[src/sv/pse_pkg.sv]
// Package for the postfix stack evaluator: widths, character codes,
// command and status encodings, and the back-end sequencer types.
// Depends on nothing; every other file of the block imports it.
package pse_pkg;

   localparam int STACK_DEPTH = 32;
   localparam int CNT_W       = $clog2(STACK_DEPTH + 1);
   localparam int ADDR_W      = $clog2(STACK_DEPTH);
   localparam int DATA_W      = 32;
   localparam int SYM_W       = 8;
   localparam int STATUS_W    = 3;
   localparam int DEPTH_W     = 6;
   localparam int LIMIT_W     = 6;
   localparam int DIGIT_W     = 4;
   localparam int QUEUE_DEPTH = 4;
   localparam int QPTR_W      = $clog2(QUEUE_DEPTH);
   localparam int QCNT_W      = $clog2(QUEUE_DEPTH + 1);
   localparam int DIV_STEP_W  = $clog2(DATA_W);

   localparam logic [LIMIT_W-1:0] LIMIT_RESET = LIMIT_W'(20);

   localparam logic [SYM_W-1:0] SYM_HASH    = 8'h23;
   localparam logic [SYM_W-1:0] SYM_ZERO    = 8'h30;
   localparam logic [SYM_W-1:0] SYM_NINE    = 8'h39;
   localparam logic [SYM_W-1:0] SYM_PLUS    = 8'h2B;
   localparam logic [SYM_W-1:0] SYM_MINUS   = 8'h2D;
   localparam logic [SYM_W-1:0] SYM_STAR    = 8'h2A;
   localparam logic [SYM_W-1:0] SYM_SLASH   = 8'h2F;
   localparam logic [SYM_W-1:0] SYM_PERCENT = 8'h25;

   typedef enum logic [STATUS_W-1:0] {
      STATUS_OK      = 3'd0,
      STATUS_FULL    = 3'd1,
      STATUS_EMPTY   = 3'd2,
      STATUS_DIVZERO = 3'd3,
      STATUS_LEFT    = 3'd4
   } status_type;

   typedef enum logic [2:0] {
      OP_NONE,
      OP_DIGIT,
      OP_ADD,
      OP_SUB,
      OP_MUL,
      OP_DIV,
      OP_REM,
      OP_END
   } op_type;

   typedef struct packed {
      op_type             op;
      logic [DIGIT_W-1:0] digit;
   } cmd_type;

   typedef enum logic [2:0] {
      BS_IDLE,
      BS_EXEC,
      BS_DIV,
      BS_REFILL,
      BS_DONE
   } back_state_type;

   typedef struct packed {
      logic       take_cmd;
      logic       push;
      logic       set_err;
      status_type err_code;
      logic       commit_alu;
      logic       div_start;
      logic       commit_div;
      logic       refill;
      logic       emit;
   } back_ctrl_type;

endpackage

[src/sv/pse_if.sv]
// Valid/ready channel interfaces of the postfix stack evaluator: one for
// the character words coming in and one for the result words going out.
// Depends on pse_pkg for the field widths.
interface pse_req_if
   import pse_pkg::*;
();
   logic             valid;
   logic             ready;
   logic [SYM_W-1:0] symbol;

   modport source (output valid, output symbol, input ready);
   modport sink   (input valid, input symbol, output ready);
endinterface

interface pse_rsp_if
   import pse_pkg::*;
();
   logic                       valid;
   logic                       ready;
   logic signed [DATA_W-1:0]   top_value;
   logic [STATUS_W-1:0]        status;
   logic [DEPTH_W-1:0]         depth;
   logic                       is_final;

   modport source (output valid, output top_value, output status, output depth,
                   output is_final, input ready);
   modport sink   (input valid, input top_value, input status, input depth,
                   input is_final, output ready);
endinterface

[src/sv/postfix_stack_evaluator.sv]
// Top level of the postfix stack evaluator: configuration register, front
// end with its command queue, and the stack back end.
// Depends on pse_pkg, pse_if, pse_front and pse_back.
//
// Usage: each word on req_if carries one ASCII character. Digits push their
// value, + - * / % pop two values and push the 32-bit wrapped result, and
// '#' ends the expression. Every character word produces exactly one word on
// rsp_if with the top of stack, the status, the depth and a final flag; the
// word that answers '#' carries the final result and the stack then clears.
// After an error, characters up to the next '#' are ignored.
// The stack limit is written through csr_write_enable and csr_write_data;
// the user must write it only while the block is idle, which the block
// itself does not enforce; it resets to 20 entries. Items are carried out
// one at a time by the back end: it takes a command and executes it, with a
// refill step after + - * and, for / and %, a radix-2 divider doing one
// quotient bit per cycle and then the refill step, and registers the result
// word; it takes the next command only after that word is written to the
// result register. The front queue keeps taking words in the meantime until
// its four entries are full.
// Reset is synchronous and clears the stack, the error and both channels.
// When the receiver stalls, the result register holds its word and the back
// end waits with the next result, while the queue keeps filling.
module postfix_stack_evaluator
   import pse_pkg::*;
(
   input  logic               clock,
   input  logic               reset,
   input  logic               csr_write_enable,
   input  logic [LIMIT_W-1:0] csr_write_data,
   pse_req_if.sink            req_if,
   pse_rsp_if.source          rsp_if
);

   logic [LIMIT_W-1:0] stack_limit_ff;
   logic               cmd_valid;
   cmd_type            cmd;
   logic               cmd_pop;

   // The stack limit register; values above the stack depth act as the depth.
   always_ff @(posedge clock) begin
      if (reset) begin
         stack_limit_ff <= LIMIT_RESET;
      end else if (csr_write_enable) begin
         stack_limit_ff <= csr_write_data;
      end
   end

   pse_front u_front (
      .clock     (clock),
      .reset     (reset),
      .req_if    (req_if),
      .cmd_valid (cmd_valid),
      .cmd       (cmd),
      .cmd_pop   (cmd_pop)
   );

   pse_back u_back (
      .clock       (clock),
      .reset       (reset),
      .stack_limit (stack_limit_ff),
      .cmd_valid   (cmd_valid),
      .cmd         (cmd),
      .cmd_pop     (cmd_pop),
      .rsp_if      (rsp_if)
   );

   // The back end only takes a command that the queue actually holds.
   assert property (@(posedge clock) disable iff (reset) cmd_pop |-> cmd_valid)
      else $error("command taken from an empty queue");

   // A successful final result comes from a stack holding exactly one value.
   assert property (@(posedge clock) disable iff (reset)
      (rsp_if.valid && rsp_if.is_final && rsp_if.status == STATUS_OK)
         |-> rsp_if.depth == DEPTH_W'(1))
      else $error("final result with a wrong depth");

   // The leftover-elements status only answers an end marker.
   assert property (@(posedge clock) disable iff (reset)
      (rsp_if.valid && !rsp_if.is_final) |-> rsp_if.status != STATUS_LEFT)
      else $error("leftover status on a non-final word");

   // The reported depth never exceeds the stack.
   assert property (@(posedge clock) disable iff (reset)
      rsp_if.valid |-> int'(rsp_if.depth) <= STACK_DEPTH)
      else $error("depth beyond the stack");

endmodule

[src/sv/pse_front.sv]
// Front end: accepts character words, decodes each into a command and
// holds the commands in a short queue for the back end.
// Depends on pse_pkg and pse_if.
module pse_front
   import pse_pkg::*;
(
   input  logic       clock,
   input  logic       reset,
   pse_req_if.sink    req_if,
   output logic       cmd_valid,
   output cmd_type    cmd,
   input  logic       cmd_pop
);

   cmd_type             queue_ff [QUEUE_DEPTH];
   logic [QPTR_W-1:0]   wr_ptr_ff, wr_ptr_in;
   logic [QPTR_W-1:0]   rd_ptr_ff, rd_ptr_in;
   logic [QCNT_W-1:0]   count_ff, count_in;
   logic                push;
   cmd_type             decoded;

   function automatic cmd_type decode(input logic [SYM_W-1:0] sym);
      cmd_type c;
      c.digit = DIGIT_W'(sym - SYM_ZERO);
      if (sym == SYM_HASH)                          c.op = OP_END;
      else if (sym >= SYM_ZERO && sym <= SYM_NINE)  c.op = OP_DIGIT;
      else if (sym == SYM_PLUS)                     c.op = OP_ADD;
      else if (sym == SYM_MINUS)                    c.op = OP_SUB;
      else if (sym == SYM_STAR)                     c.op = OP_MUL;
      else if (sym == SYM_SLASH)                    c.op = OP_DIV;
      else if (sym == SYM_PERCENT)                  c.op = OP_REM;
      else                                          c.op = OP_NONE;
      return c;
   endfunction

   assign req_if.ready = (count_ff != QCNT_W'(QUEUE_DEPTH));
   assign push         = req_if.valid && req_if.ready;
   assign decoded      = decode(req_if.symbol);
   assign cmd_valid    = (count_ff != '0);
   assign cmd          = queue_ff[rd_ptr_ff];

   always_comb begin
      wr_ptr_in = push    ? wr_ptr_ff + 1'b1 : wr_ptr_ff;
      rd_ptr_in = cmd_pop ? rd_ptr_ff + 1'b1 : rd_ptr_ff;
      count_in  = count_ff;
      if (push && !cmd_pop) begin
         count_in = count_ff + 1'b1;
      end else if (!push && cmd_pop) begin
         count_in = count_ff - 1'b1;
      end
   end

   always_ff @(posedge clock) begin
      if (reset) begin
         wr_ptr_ff <= '0;
         rd_ptr_ff <= '0;
         count_ff  <= '0;
      end else begin
         wr_ptr_ff <= wr_ptr_in;
         rd_ptr_ff <= rd_ptr_in;
         count_ff  <= count_in;
      end
   end

   always_ff @(posedge clock) begin
      if (push) begin
         queue_ff[wr_ptr_ff] <= decoded;
      end
   end

endmodule

[src/sv/pse_divider.sv]
// Iterative signed divider: one restoring step per cycle on magnitudes,
// then a sign fix for truncating quotient or remainder.
// Depends on pse_pkg.
module pse_divider
   import pse_pkg::*;
(
   input  logic              clock,
   input  logic              reset,
   input  logic              start,
   input  logic [DATA_W-1:0] dividend,
   input  logic [DATA_W-1:0] divisor,
   input  logic              want_rem,
   output logic              done,
   output logic [DATA_W-1:0] result
);

   logic [DATA_W-1:0]     rem_ff, quo_ff, ud_ff;
   logic [DIV_STEP_W-1:0] step_ff;
   logic                  run_ff, done_ff;
   logic                  neg_q_ff, neg_r_ff, rem_sel_ff;
   logic [DATA_W:0]       partial, diff;

   function automatic logic [DATA_W-1:0] magnitude(input logic [DATA_W-1:0] v);
      return v[DATA_W-1] ? DATA_W'(0) - v : v;
   endfunction

   assign partial = {rem_ff, quo_ff[DATA_W-1]};
   assign diff    = partial - {1'b0, ud_ff};

   always_ff @(posedge clock) begin
      if (reset) begin
         run_ff  <= 1'b0;
         done_ff <= 1'b0;
         step_ff <= '0;
      end else begin
         done_ff <= 1'b0;
         if (start) begin
            run_ff  <= 1'b1;
            step_ff <= '0;
         end else if (run_ff) begin
            step_ff <= step_ff + 1'b1;
            if (step_ff == DIV_STEP_W'(DATA_W - 1)) begin
               run_ff  <= 1'b0;
               done_ff <= 1'b1;
            end
         end
      end
   end

   always_ff @(posedge clock) begin
      if (start) begin
         rem_ff     <= '0;
         quo_ff     <= magnitude(dividend);
         ud_ff      <= magnitude(divisor);
         neg_q_ff   <= dividend[DATA_W-1] ^ divisor[DATA_W-1];
         neg_r_ff   <= dividend[DATA_W-1];
         rem_sel_ff <= want_rem;
      end else if (run_ff) begin
         if (!diff[DATA_W]) begin
            rem_ff <= diff[DATA_W-1:0];
            quo_ff <= {quo_ff[DATA_W-2:0], 1'b1};
         end else begin
            rem_ff <= partial[DATA_W-1:0];
            quo_ff <= {quo_ff[DATA_W-2:0], 1'b0};
         end
      end
   end

   assign done = done_ff;

   always_comb begin
      if (rem_sel_ff) begin
         result = neg_r_ff ? DATA_W'(0) - rem_ff : rem_ff;
      end else begin
         result = neg_q_ff ? DATA_W'(0) - quo_ff : quo_ff;
      end
   end

endmodule

[src/sv/pse_back.sv]
// Back end: executes commands on the value stack, with the top two values
// in registers and the rest in a memory, and drives the result register.
// Depends on pse_pkg, pse_if and pse_divider.
module pse_back
   import pse_pkg::*;
(
   input  logic               clock,
   input  logic               reset,
   input  logic [LIMIT_W-1:0] stack_limit,
   input  logic               cmd_valid,
   input  cmd_type            cmd,
   output logic               cmd_pop,
   pse_rsp_if.source          rsp_if
);

   back_state_type    state_ff, state_in;
   back_ctrl_type     ctrl;
   cmd_type           cmd_ff;
   status_type        err_ff;
   logic [CNT_W-1:0]  count_ff;
   logic [DATA_W-1:0] top_ff, sec_ff, rd_ff;
   logic [DATA_W-1:0] stack_mem [STACK_DEPTH];
   logic [ADDR_W-1:0] wr_addr, rd_addr;

   logic              has_two, can_push, is_divop, divisor_zero, out_free;
   logic [DATA_W-1:0] alu_result, div_result;
   logic              div_done;

   logic                 rsp_valid_ff;
   logic [DATA_W-1:0]    rsp_top_ff, emit_top;
   status_type           rsp_status_ff, emit_status;
   logic [DEPTH_W-1:0]   rsp_depth_ff;
   logic                 rsp_final_ff, emit_final;

   assign has_two      = (count_ff >= CNT_W'(2));
   assign can_push     = (int'(count_ff) < int'(stack_limit)) &&
                         (int'(count_ff) < STACK_DEPTH);
   assign is_divop     = (cmd_ff.op == OP_DIV) || (cmd_ff.op == OP_REM);
   assign divisor_zero = (top_ff == '0);
   assign out_free     = !rsp_valid_ff || rsp_if.ready;
   assign wr_addr      = ADDR_W'(count_ff - CNT_W'(2));
   assign rd_addr      = ADDR_W'(count_ff - CNT_W'(3));

   // top_ff is the top entry, sec_ff the one below it.
   always_comb begin
      case (cmd_ff.op)
         OP_ADD:  alu_result = sec_ff + top_ff;
         OP_SUB:  alu_result = sec_ff - top_ff;
         OP_MUL:  alu_result = DATA_W'(sec_ff * top_ff);
         default: alu_result = sec_ff + top_ff;
      endcase
   end

   pse_divider u_divider (
      .clock    (clock),
      .reset    (reset),
      .start    (ctrl.div_start),
      .dividend (sec_ff),
      .divisor  (top_ff),
      .want_rem (cmd_ff.op == OP_REM),
      .done     (div_done),
      .result   (div_result)
   );

   // Next state.
   always_comb begin
      state_in = state_ff;
      case (state_ff)
         BS_IDLE: begin
            if (cmd_valid) state_in = BS_EXEC;
         end
         BS_EXEC: begin
            if (err_ff == STATUS_OK && has_two &&
                (cmd_ff.op == OP_ADD || cmd_ff.op == OP_SUB || cmd_ff.op == OP_MUL)) begin
               state_in = BS_REFILL;
            end else if (err_ff == STATUS_OK && has_two && is_divop && !divisor_zero) begin
               state_in = BS_DIV;
            end else begin
               state_in = BS_DONE;
            end
         end
         BS_DIV: begin
            if (div_done) state_in = BS_REFILL;
         end
         BS_REFILL: begin
            state_in = BS_DONE;
         end
         BS_DONE: begin
            if (out_free) state_in = BS_IDLE;
         end
         default: state_in = BS_IDLE;
      endcase
   end

   // Control strobes.
   always_comb begin
      ctrl          = '0;
      ctrl.err_code = STATUS_OK;
      case (state_ff)
         BS_IDLE: begin
            ctrl.take_cmd = cmd_valid;
         end
         BS_EXEC: begin
            if (err_ff == STATUS_OK) begin
               case (cmd_ff.op)
                  OP_DIGIT: begin
                     if (can_push) begin
                        ctrl.push = 1'b1;
                     end else begin
                        ctrl.set_err  = 1'b1;
                        ctrl.err_code = STATUS_FULL;
                     end
                  end
                  OP_ADD, OP_SUB, OP_MUL: begin
                     if (!has_two) begin
                        ctrl.set_err  = 1'b1;
                        ctrl.err_code = STATUS_EMPTY;
                     end else begin
                        ctrl.commit_alu = 1'b1;
                     end
                  end
                  OP_DIV, OP_REM: begin
                     if (!has_two) begin
                        ctrl.set_err  = 1'b1;
                        ctrl.err_code = STATUS_EMPTY;
                     end else if (divisor_zero) begin
                        ctrl.set_err  = 1'b1;
                        ctrl.err_code = STATUS_DIVZERO;
                     end else begin
                        ctrl.div_start = 1'b1;
                     end
                  end
                  default: begin
                  end
               endcase
            end
         end
         BS_DIV: begin
            ctrl.commit_div = div_done;
         end
         BS_REFILL: begin
            ctrl.refill = 1'b1;
         end
         BS_DONE: begin
            ctrl.emit = out_free;
         end
         default: begin
         end
      endcase
   end

   assign cmd_pop = ctrl.take_cmd;

   // Result word for the current command.
   always_comb begin
      emit_final = (cmd_ff.op == OP_END);
      if (emit_final) begin
         if (err_ff != STATUS_OK)          emit_status = err_ff;
         else if (count_ff > CNT_W'(1))    emit_status = STATUS_LEFT;
         else if (count_ff == '0)          emit_status = STATUS_EMPTY;
         else                              emit_status = STATUS_OK;
         emit_top = (emit_status == STATUS_OK) ? top_ff : '0;
      end else begin
         emit_status = err_ff;
         emit_top    = (count_ff == '0) ? '0 : top_ff;
      end
   end

   always_ff @(posedge clock) begin
      if (reset) begin
         state_ff     <= BS_IDLE;
         count_ff     <= '0;
         err_ff       <= STATUS_OK;
         rsp_valid_ff <= 1'b0;
      end else begin
         state_ff <= state_in;
         if (ctrl.push) begin
            count_ff <= count_ff + 1'b1;
         end else if (ctrl.commit_alu || ctrl.commit_div) begin
            count_ff <= count_ff - 1'b1;
         end else if (ctrl.emit && emit_final) begin
            count_ff <= '0;
         end
         if (ctrl.set_err) begin
            err_ff <= ctrl.err_code;
         end else if (ctrl.emit && emit_final) begin
            err_ff <= STATUS_OK;
         end
         if (ctrl.emit) begin
            rsp_valid_ff <= 1'b1;
         end else if (rsp_if.ready) begin
            rsp_valid_ff <= 1'b0;
         end
      end
   end

   always_ff @(posedge clock) begin
      if (ctrl.take_cmd) cmd_ff <= cmd;
      if (ctrl.push) begin
         top_ff <= DATA_W'(cmd_ff.digit);
         sec_ff <= top_ff;
      end else if (ctrl.commit_alu) begin
         top_ff <= alu_result;
      end else if (ctrl.commit_div) begin
         top_ff <= div_result;
      end else if (ctrl.refill && has_two) begin
         sec_ff <= rd_ff;
      end
      if (ctrl.emit) begin
         rsp_top_ff    <= emit_top;
         rsp_status_ff <= emit_status;
         rsp_depth_ff  <= DEPTH_W'(count_ff);
         rsp_final_ff  <= emit_final;
      end
   end

   // Entries below the top two live in the memory at their own index.
   always_ff @(posedge clock) begin
      if (ctrl.push && has_two) begin
         stack_mem[wr_addr] <= sec_ff;
      end
      rd_ff <= stack_mem[rd_addr];
   end

   assign rsp_if.valid     = rsp_valid_ff;
   assign rsp_if.top_value = rsp_top_ff;
   assign rsp_if.status    = rsp_status_ff;
   assign rsp_if.depth     = rsp_depth_ff;
   assign rsp_if.is_final  = rsp_final_ff;

endmodule

[src/flat_wrapper.sv]
// flat-port wrapper written by rule: the top's interface ports become plain ports
module postfix_stack_evaluator_flat import pse_pkg::*;
  (clock, reset, csr_write_enable, csr_write_data, req_if_valid, req_if_symbol, req_if_ready, rsp_if_valid, rsp_if_top_value, rsp_if_status, rsp_if_depth, rsp_if_is_final, rsp_if_ready);
  pse_req_if req_if_i ();
  pse_rsp_if rsp_if_i ();
  input  logic clock;
  input  logic reset;
  input  logic csr_write_enable;
  input  logic [LIMIT_W-1:0] csr_write_data;
  input wire logic [$bits(req_if_i.valid)-1:0] req_if_valid;
  input wire logic [$bits(req_if_i.symbol)-1:0] req_if_symbol;
  output wire logic [$bits(req_if_i.ready)-1:0] req_if_ready;
  output wire logic [$bits(rsp_if_i.valid)-1:0] rsp_if_valid;
  output wire logic [$bits(rsp_if_i.top_value)-1:0] rsp_if_top_value;
  output wire logic [$bits(rsp_if_i.status)-1:0] rsp_if_status;
  output wire logic [$bits(rsp_if_i.depth)-1:0] rsp_if_depth;
  output wire logic [$bits(rsp_if_i.is_final)-1:0] rsp_if_is_final;
  input wire logic [$bits(rsp_if_i.ready)-1:0] rsp_if_ready;
  assign req_if_i.valid = req_if_valid;
  assign req_if_i.symbol = req_if_symbol;
  assign req_if_ready = req_if_i.ready;
  assign rsp_if_valid = rsp_if_i.valid;
  assign rsp_if_top_value = rsp_if_i.top_value;
  assign rsp_if_status = rsp_if_i.status;
  assign rsp_if_depth = rsp_if_i.depth;
  assign rsp_if_is_final = rsp_if_i.is_final;
  assign rsp_if_i.ready = rsp_if_ready;
  postfix_stack_evaluator u_core (.clock(clock), .reset(reset), .csr_write_enable(csr_write_enable), .csr_write_data(csr_write_data), .req_if(req_if_i), .rsp_if(rsp_if_i));
endmodule
[config.mk]
export PLATFORM = sky130hd
export DESIGN_NAME = postfix_stack_evaluator_flat
export DESIGN_NICKNAME = d
export VERILOG_FILES = /design/src/sv/pse_pkg.sv /design/src/sv/pse_if.sv /design/src/sv/postfix_stack_evaluator.sv /design/src/sv/pse_front.sv /design/src/sv/pse_divider.sv /design/src/sv/pse_back.sv /design/src/flat_wrapper.sv
export SDC_FILE = /design/constraint.sdc
export NUM_CORES = 2
export LEC_CHECK = 0
export ABC_AREA = 1
export ABC_CLOCK_PERIOD_IN_PS = 10950
export BUFFER_PORTS_ARGS = -buffer_cell sky130_fd_sc_hd__clkbuf_2
export CAP_MARGIN = 40
export CELL_PAD_IN_SITES_DETAIL_PLACEMENT = 1
export CELL_PAD_IN_SITES_GLOBAL_PLACEMENT = 1
export CORE_UTILIZATION = 55
export DETAILED_ROUTE_END_ITERATION = 10
export GPL_ROUTABILITY_DRIVEN = 0
export HOLD_SLACK_MARGIN = 0.06
export PLACE_DENSITY = 0.95
export SLEW_MARGIN = 20
export SYNTH_ARGS = -nofsm -noshare
export SYNTH_HDL_FRONTEND = slang
export SYNTH_HIERARCHICAL = 1
export SYNTH_SLANG_ARGS = --single-unit
[constraint.sdc]
create_clock -name clock -period 10.95 [get_ports clock]
set_input_delay 2.19 -clock clock [delete_from_list [all_inputs] [get_ports clock]]
set_output_delay 2.19 -clock clock [all_outputs]
set_load 0.01 [all_outputs]
==> results of run 1 <==
==> routing by layer <==
| layer | overflow | global-route usage |
|---|---|---|
| met1 | 4 | 0.656 |
| met2 | 78 | 0.826 |
| met3 | 13 | 0.485 |
| met4 | 73 | 0.616 |
| met5 | 0 | 0.286 |
==> through the flow <==
stage          worst slack (ns)  instance area [um^2]   util
2_1_floorplan              3.92                 78000      -
4_1_cts                    2.27                 85400  0.609
3_3_place_gp               3.01                 80400  0.574
3_5_place_dp               2.84                 80700  0.576
==> cells by family after synthesis <==
family,count (synthesis),synth area share
simple gates,3002,0.157
xor+xnor,121,0.0136
flops,1330,0.496
compound gates,1468,0.111
fa+ha+maj,623,0.140
buf+inv,1694,0.0831
==> qor.yml, run 1 <==
global_routing:
  overflow: 168
  grt_usage: 0.652
  grt_max_degree: 186
placement:
  numPortBuffers: 62
  numPlacedInstances: 9911
  place_hpwl_mm: 205
outcome:
  error_line: "[ERROR GRT-0232] Routing congestion too high. Check the congestion heatmap in the GUI."
  outcome: "aborted with a tool error"
  outcome.stop_stage: "global routing (5_1_grt)"
synth:
  most_common_library_cells_after_synthesis: "nand2_1, inv_1, edfxtp_1"
  synthesis.area_um2: 78000
  synth-seq-cells: 1330
  netlist-cell-type-count: 61
  syn_nets: 8880
  syn-mean-instance-area_um2: 9.47
  ys_top_cells_by_area: "edfxtp_1, fa_1, nand2_1, inv_1, o21ai_0"
  synth.top_cell.area_share: 0.464
  synthCells: 8238
  yosysTopAreaCell: "edfxtp_1"
  asyncSetResetFlopFracSynth: 0
  synth_enable_flop_cells: 1204
  yosysWarningCount: 6
  synth_seq_area_share: 0.496
  synthMostInstantiatedCell: "nand2_1"
  synth_flop_cell: "edfxtp_1"
clock_tree:
  postCtsSetupRepairBufs: 0
  cts-hold-fix-buffers: 0
  cts-htree-levels: 4
  post_cts.resized_instances: 0
  clock-root-buffer: "clkbuf_16"
  cts_made_buffers: 139
  cts_buffer_depth: 3
  num_clock_sinks: 1330
die:
  io_pins: 63
  die-width_um: 379
  row_count: 137
  chipHeight_um: 379
  floorplan.initialDensity: 0.557
==> run 2, diff against run 1 <==
- CELL_PAD_IN_SITES_DETAIL_PLACEMENT: 1 -> not set
- CELL_PAD_IN_SITES_GLOBAL_PLACEMENT: 1 -> not set
- CORE_UTILIZATION: 55 -> 40
- HOLD_SLACK_MARGIN: 0.06 -> not set
- PLACE_DENSITY: 0.95 -> not set
- PLACE_DENSITY_LB_ADDON: not set -> 0.15
==> run 2 against run 1 <==
The run now ends clean. Synthesized cell count did not move. Area after synthesis did not move.
==> qor.yml, run 2 <==
outcome:
  outcome: "finished clean"
die:
  row_count: 161
  io_pins: 63
  die-area_um2: 197000
  chipHeight_um: 444
  floorplan.initialDensity: 0.404
  core_area_um2: 193000
  die-width_um: 444
global_routing:
  number_of_global_route_vias_before_repair: 58947
  grt_antenna_before_repair: 12
  first_pass_grt_wire_length_mm: 400
  grt_usage: 0.275
  grt_max_degree: 177
  overflow: 0
clock_tree:
  post_cts.resized_instances: 0
  clock-root-buffer: "clkbuf_16"
  clock_latency_ns: 0.83
  cts_buffer_depth: 3
  cts-hold-fix-buffers: 0
  cts_made_buffers: 145
  worst_setup_hold_path_clk_slew_ns: 0.06
  postCtsSetupRepairBufs: 0
  cts-htree-levels: 4
  cts_tree: "done"
  num_clock_sinks: 1330
critical_path:
  cp_class: "register to register"
  critical_path.reg2reg.startpoint: "u_core/u_back/sec_ff[14]"
  rrSetupSlack_ns: 3.07
  timing.critical_path.buf_inv: 8
  timing.critical_path.fanout_max: 32
  rr_endpoint: "u_core/u_back/top_ff[24]"
  worst_r2r_path_depth: 28
  timing.critical_path.slowest_cell_delay_ns: 0.83
  kind_of_start_point_of_the_critical_path: "register"
  timing.critical_path.max_delay_family: "adder cells"
  critical_path.most_common_cell: "fa_1"
  timing.critical_path.required_ns: 11.68
  worst_ep_arrival_time_ns: 8.61
  timing.critical_path.to_type: "register"
  slowest_cell_on_the_critical_path: "edfxtp_1"
synth:
  synth-seq-cells: 1330
  synthMostInstantiatedCell: "nand2_1"
  syn-mean-instance-area_um2: 9.47
  most_common_library_cells_after_synthesis: "nand2_1, inv_1, edfxtp_1"
  syn_nets: 8880
  netlist-cell-type-count: 61
  ys_top_cells_by_area: "edfxtp_1, fa_1, nand2_1, inv_1, o21ai_0"
  synth_seq_area_share: 0.496
  yosysWarningCount: 6
  asyncSetResetFlopFracSynth: 0
  synth.top_cell.area_share: 0.464
  synthesis.area_um2: 78000
  synthCells: 8238
  synth_flop_cell: "edfxtp_1"
  yosysTopAreaCell: "edfxtp_1"
  synth_enable_flop_cells: 1204
cells_and_area:
  largest_register: "u_core/u_back/stack_mem"
  multi_input_gate_area_in_the_final_layout_um2: 33200
  flow.area_growth_from_synthesis_pct: 11.5
  layout.area.seq_um2: 38700
  most-common-layout-cells: "nand2_1, inv_1, edfxtp_1, nor2_1, o21ai_0"
  num-fill-cells: 18334
  commonest_non_fill_non_tap_cell_in_the_layout: "nand2_1"
  finish.net_count: 8865
  flip_flop_count_of_the_largest_register_all_copies_and_words_added: 1024
  post_route_cells_drive_above_1_share: 0.0714
route:
  detail_route.wirelength.met1_mm: 115
  routed-wl-met2_mm: 124
  first_pass_iters: 7
  highest_layer: "met5"
  drtIter0Drc: 6454
  vias_per_cell: 5.58
  routedWlPerCell_um: 25.1
  drc: 0
  drt-total-wl_mm: 273
  via_count: 60640
  met3_wirelength_mm: 19.6
  drt.antenna.violating_nets: 0
sta:
  final_setup_violation_count: 0
  max-slew-margin-rel: 0.325
  period_needed_ns: 7.88
  timing_hold_violations_final: 0
  clock_skew_ns: 0.0449
  maxSlewViolCount: 0
  fin_setup_tns_ns: 0
  post-route-period-util: 0.720
  fmax_ghz: 0.127
  grt_setup_unrepaired: "no"
  tightest_slew_ns: 1.01
min_path:
  min-delay-path-class: "register to register"
  holdPathEnd: "u_core/u_back/u_divider/step_ff[2]"
  hold_path.startpoint: "u_core/u_back/u_divider/step_ff[2]"
  min_path_cells: 1
placement:
  place_hpwl_mm: 175
  numPortBuffers: 62
job:
  drv.max_cap_violation_count: 0
run 2: cell counts after synthesis:
Identical to the previous run, type by type.
run 2: logic make-up after synthesis:
group,Yosys count,share of synthesized area
compound gates,1468,0.111
xor+xnor,121,0.0136
fa+ha+maj,623,0.140
buf+inv,1694,0.0831
flops,1330,0.496
simple gates,3002,0.157
run 2: layout make-up:
cell class	count	share of cell area
Sequential cell	1330	0.445
Multi-Input combinational cell	5214	0.382
Inverter	1282	0.0557
Clock buffer	210	0.0467
Tap cell	2526	0.0364
Timing Repair Buffer	250	0.0265
Clock inverter	59	0.00776
Antenna cell	2	0.0000576
run 2: stage by stage:
| stage | area [um^2] | util | worst slack, ns | hold slack, ns | cells |
|---|---|---|---|---|---|
| after CTS | 86800 | 0.449 | 3.02 | 0.452 | 10864 |
| final | 86900 | 0.450 | 3.07 | 0.453 | 10873 |
| after global placement | 81400 | 0.421 | 3.07 | 0.428 | 10563 |
| after floorplan | 78000 | - | 3.92 | 0.412 | 8238 |
| after detailed placement | 82000 | 0.425 | 3.06 | 0.444 | 10595 |
| after global routing | 86900 | 0.450 | 2.56 | 0.474 | 10872 |
run 2: how the worst max path moves through the flow:
stage | start | to | slack, ns | cells after the start
5_1_grt | u_core/u_back/sec_ff[14] | u_core/u_back/top_ff[24] | 2.56 | 28
3_3_place_gp | u_core/u_back/sec_ff[8] | u_core/u_back/top_ff[27] | 3.07 | 30
4_1_cts | u_core/u_back/sec_ff[8] | u_core/u_back/top_ff[24] | 3.02 | 28
2_1_floorplan | u_core/u_back/sec_ff[7] | u_core/u_back/top_ff[27] | 3.92 | 31
3_5_place_dp | u_core/u_back/sec_ff[8] | u_core/u_back/top_ff[24] | 3.06 | 28
6_report | u_core/u_back/sec_ff[14] | u_core/u_back/top_ff[24] | 3.07 | 28
run 2: routing by layer:
layer / global-route usage / vias up
met3: 0.0360 / 530
met5: 0 / -
met1: 0.375 / 30239
met4: 0.129 / 4
met2: 0.435 / 2506
li1: - / 27361
run 2: worst reg2reg max path, delay by kind of cell, from the launching register on:
family	cells	cell delay, ns
buffers and inverters	8	1.00
AO/OA/AOI/OAI	2	0.24
XOR/XNOR	1	0.15
adder cells (fa/ha/maj)	9	4.30
flip-flops	1	0.83
AND/OR/NAND/NOR	8	1.30
Power of run 2 is not shown: default switching activity piles up to over one toggle a cycle in this logic, so the estimate is an artifact.
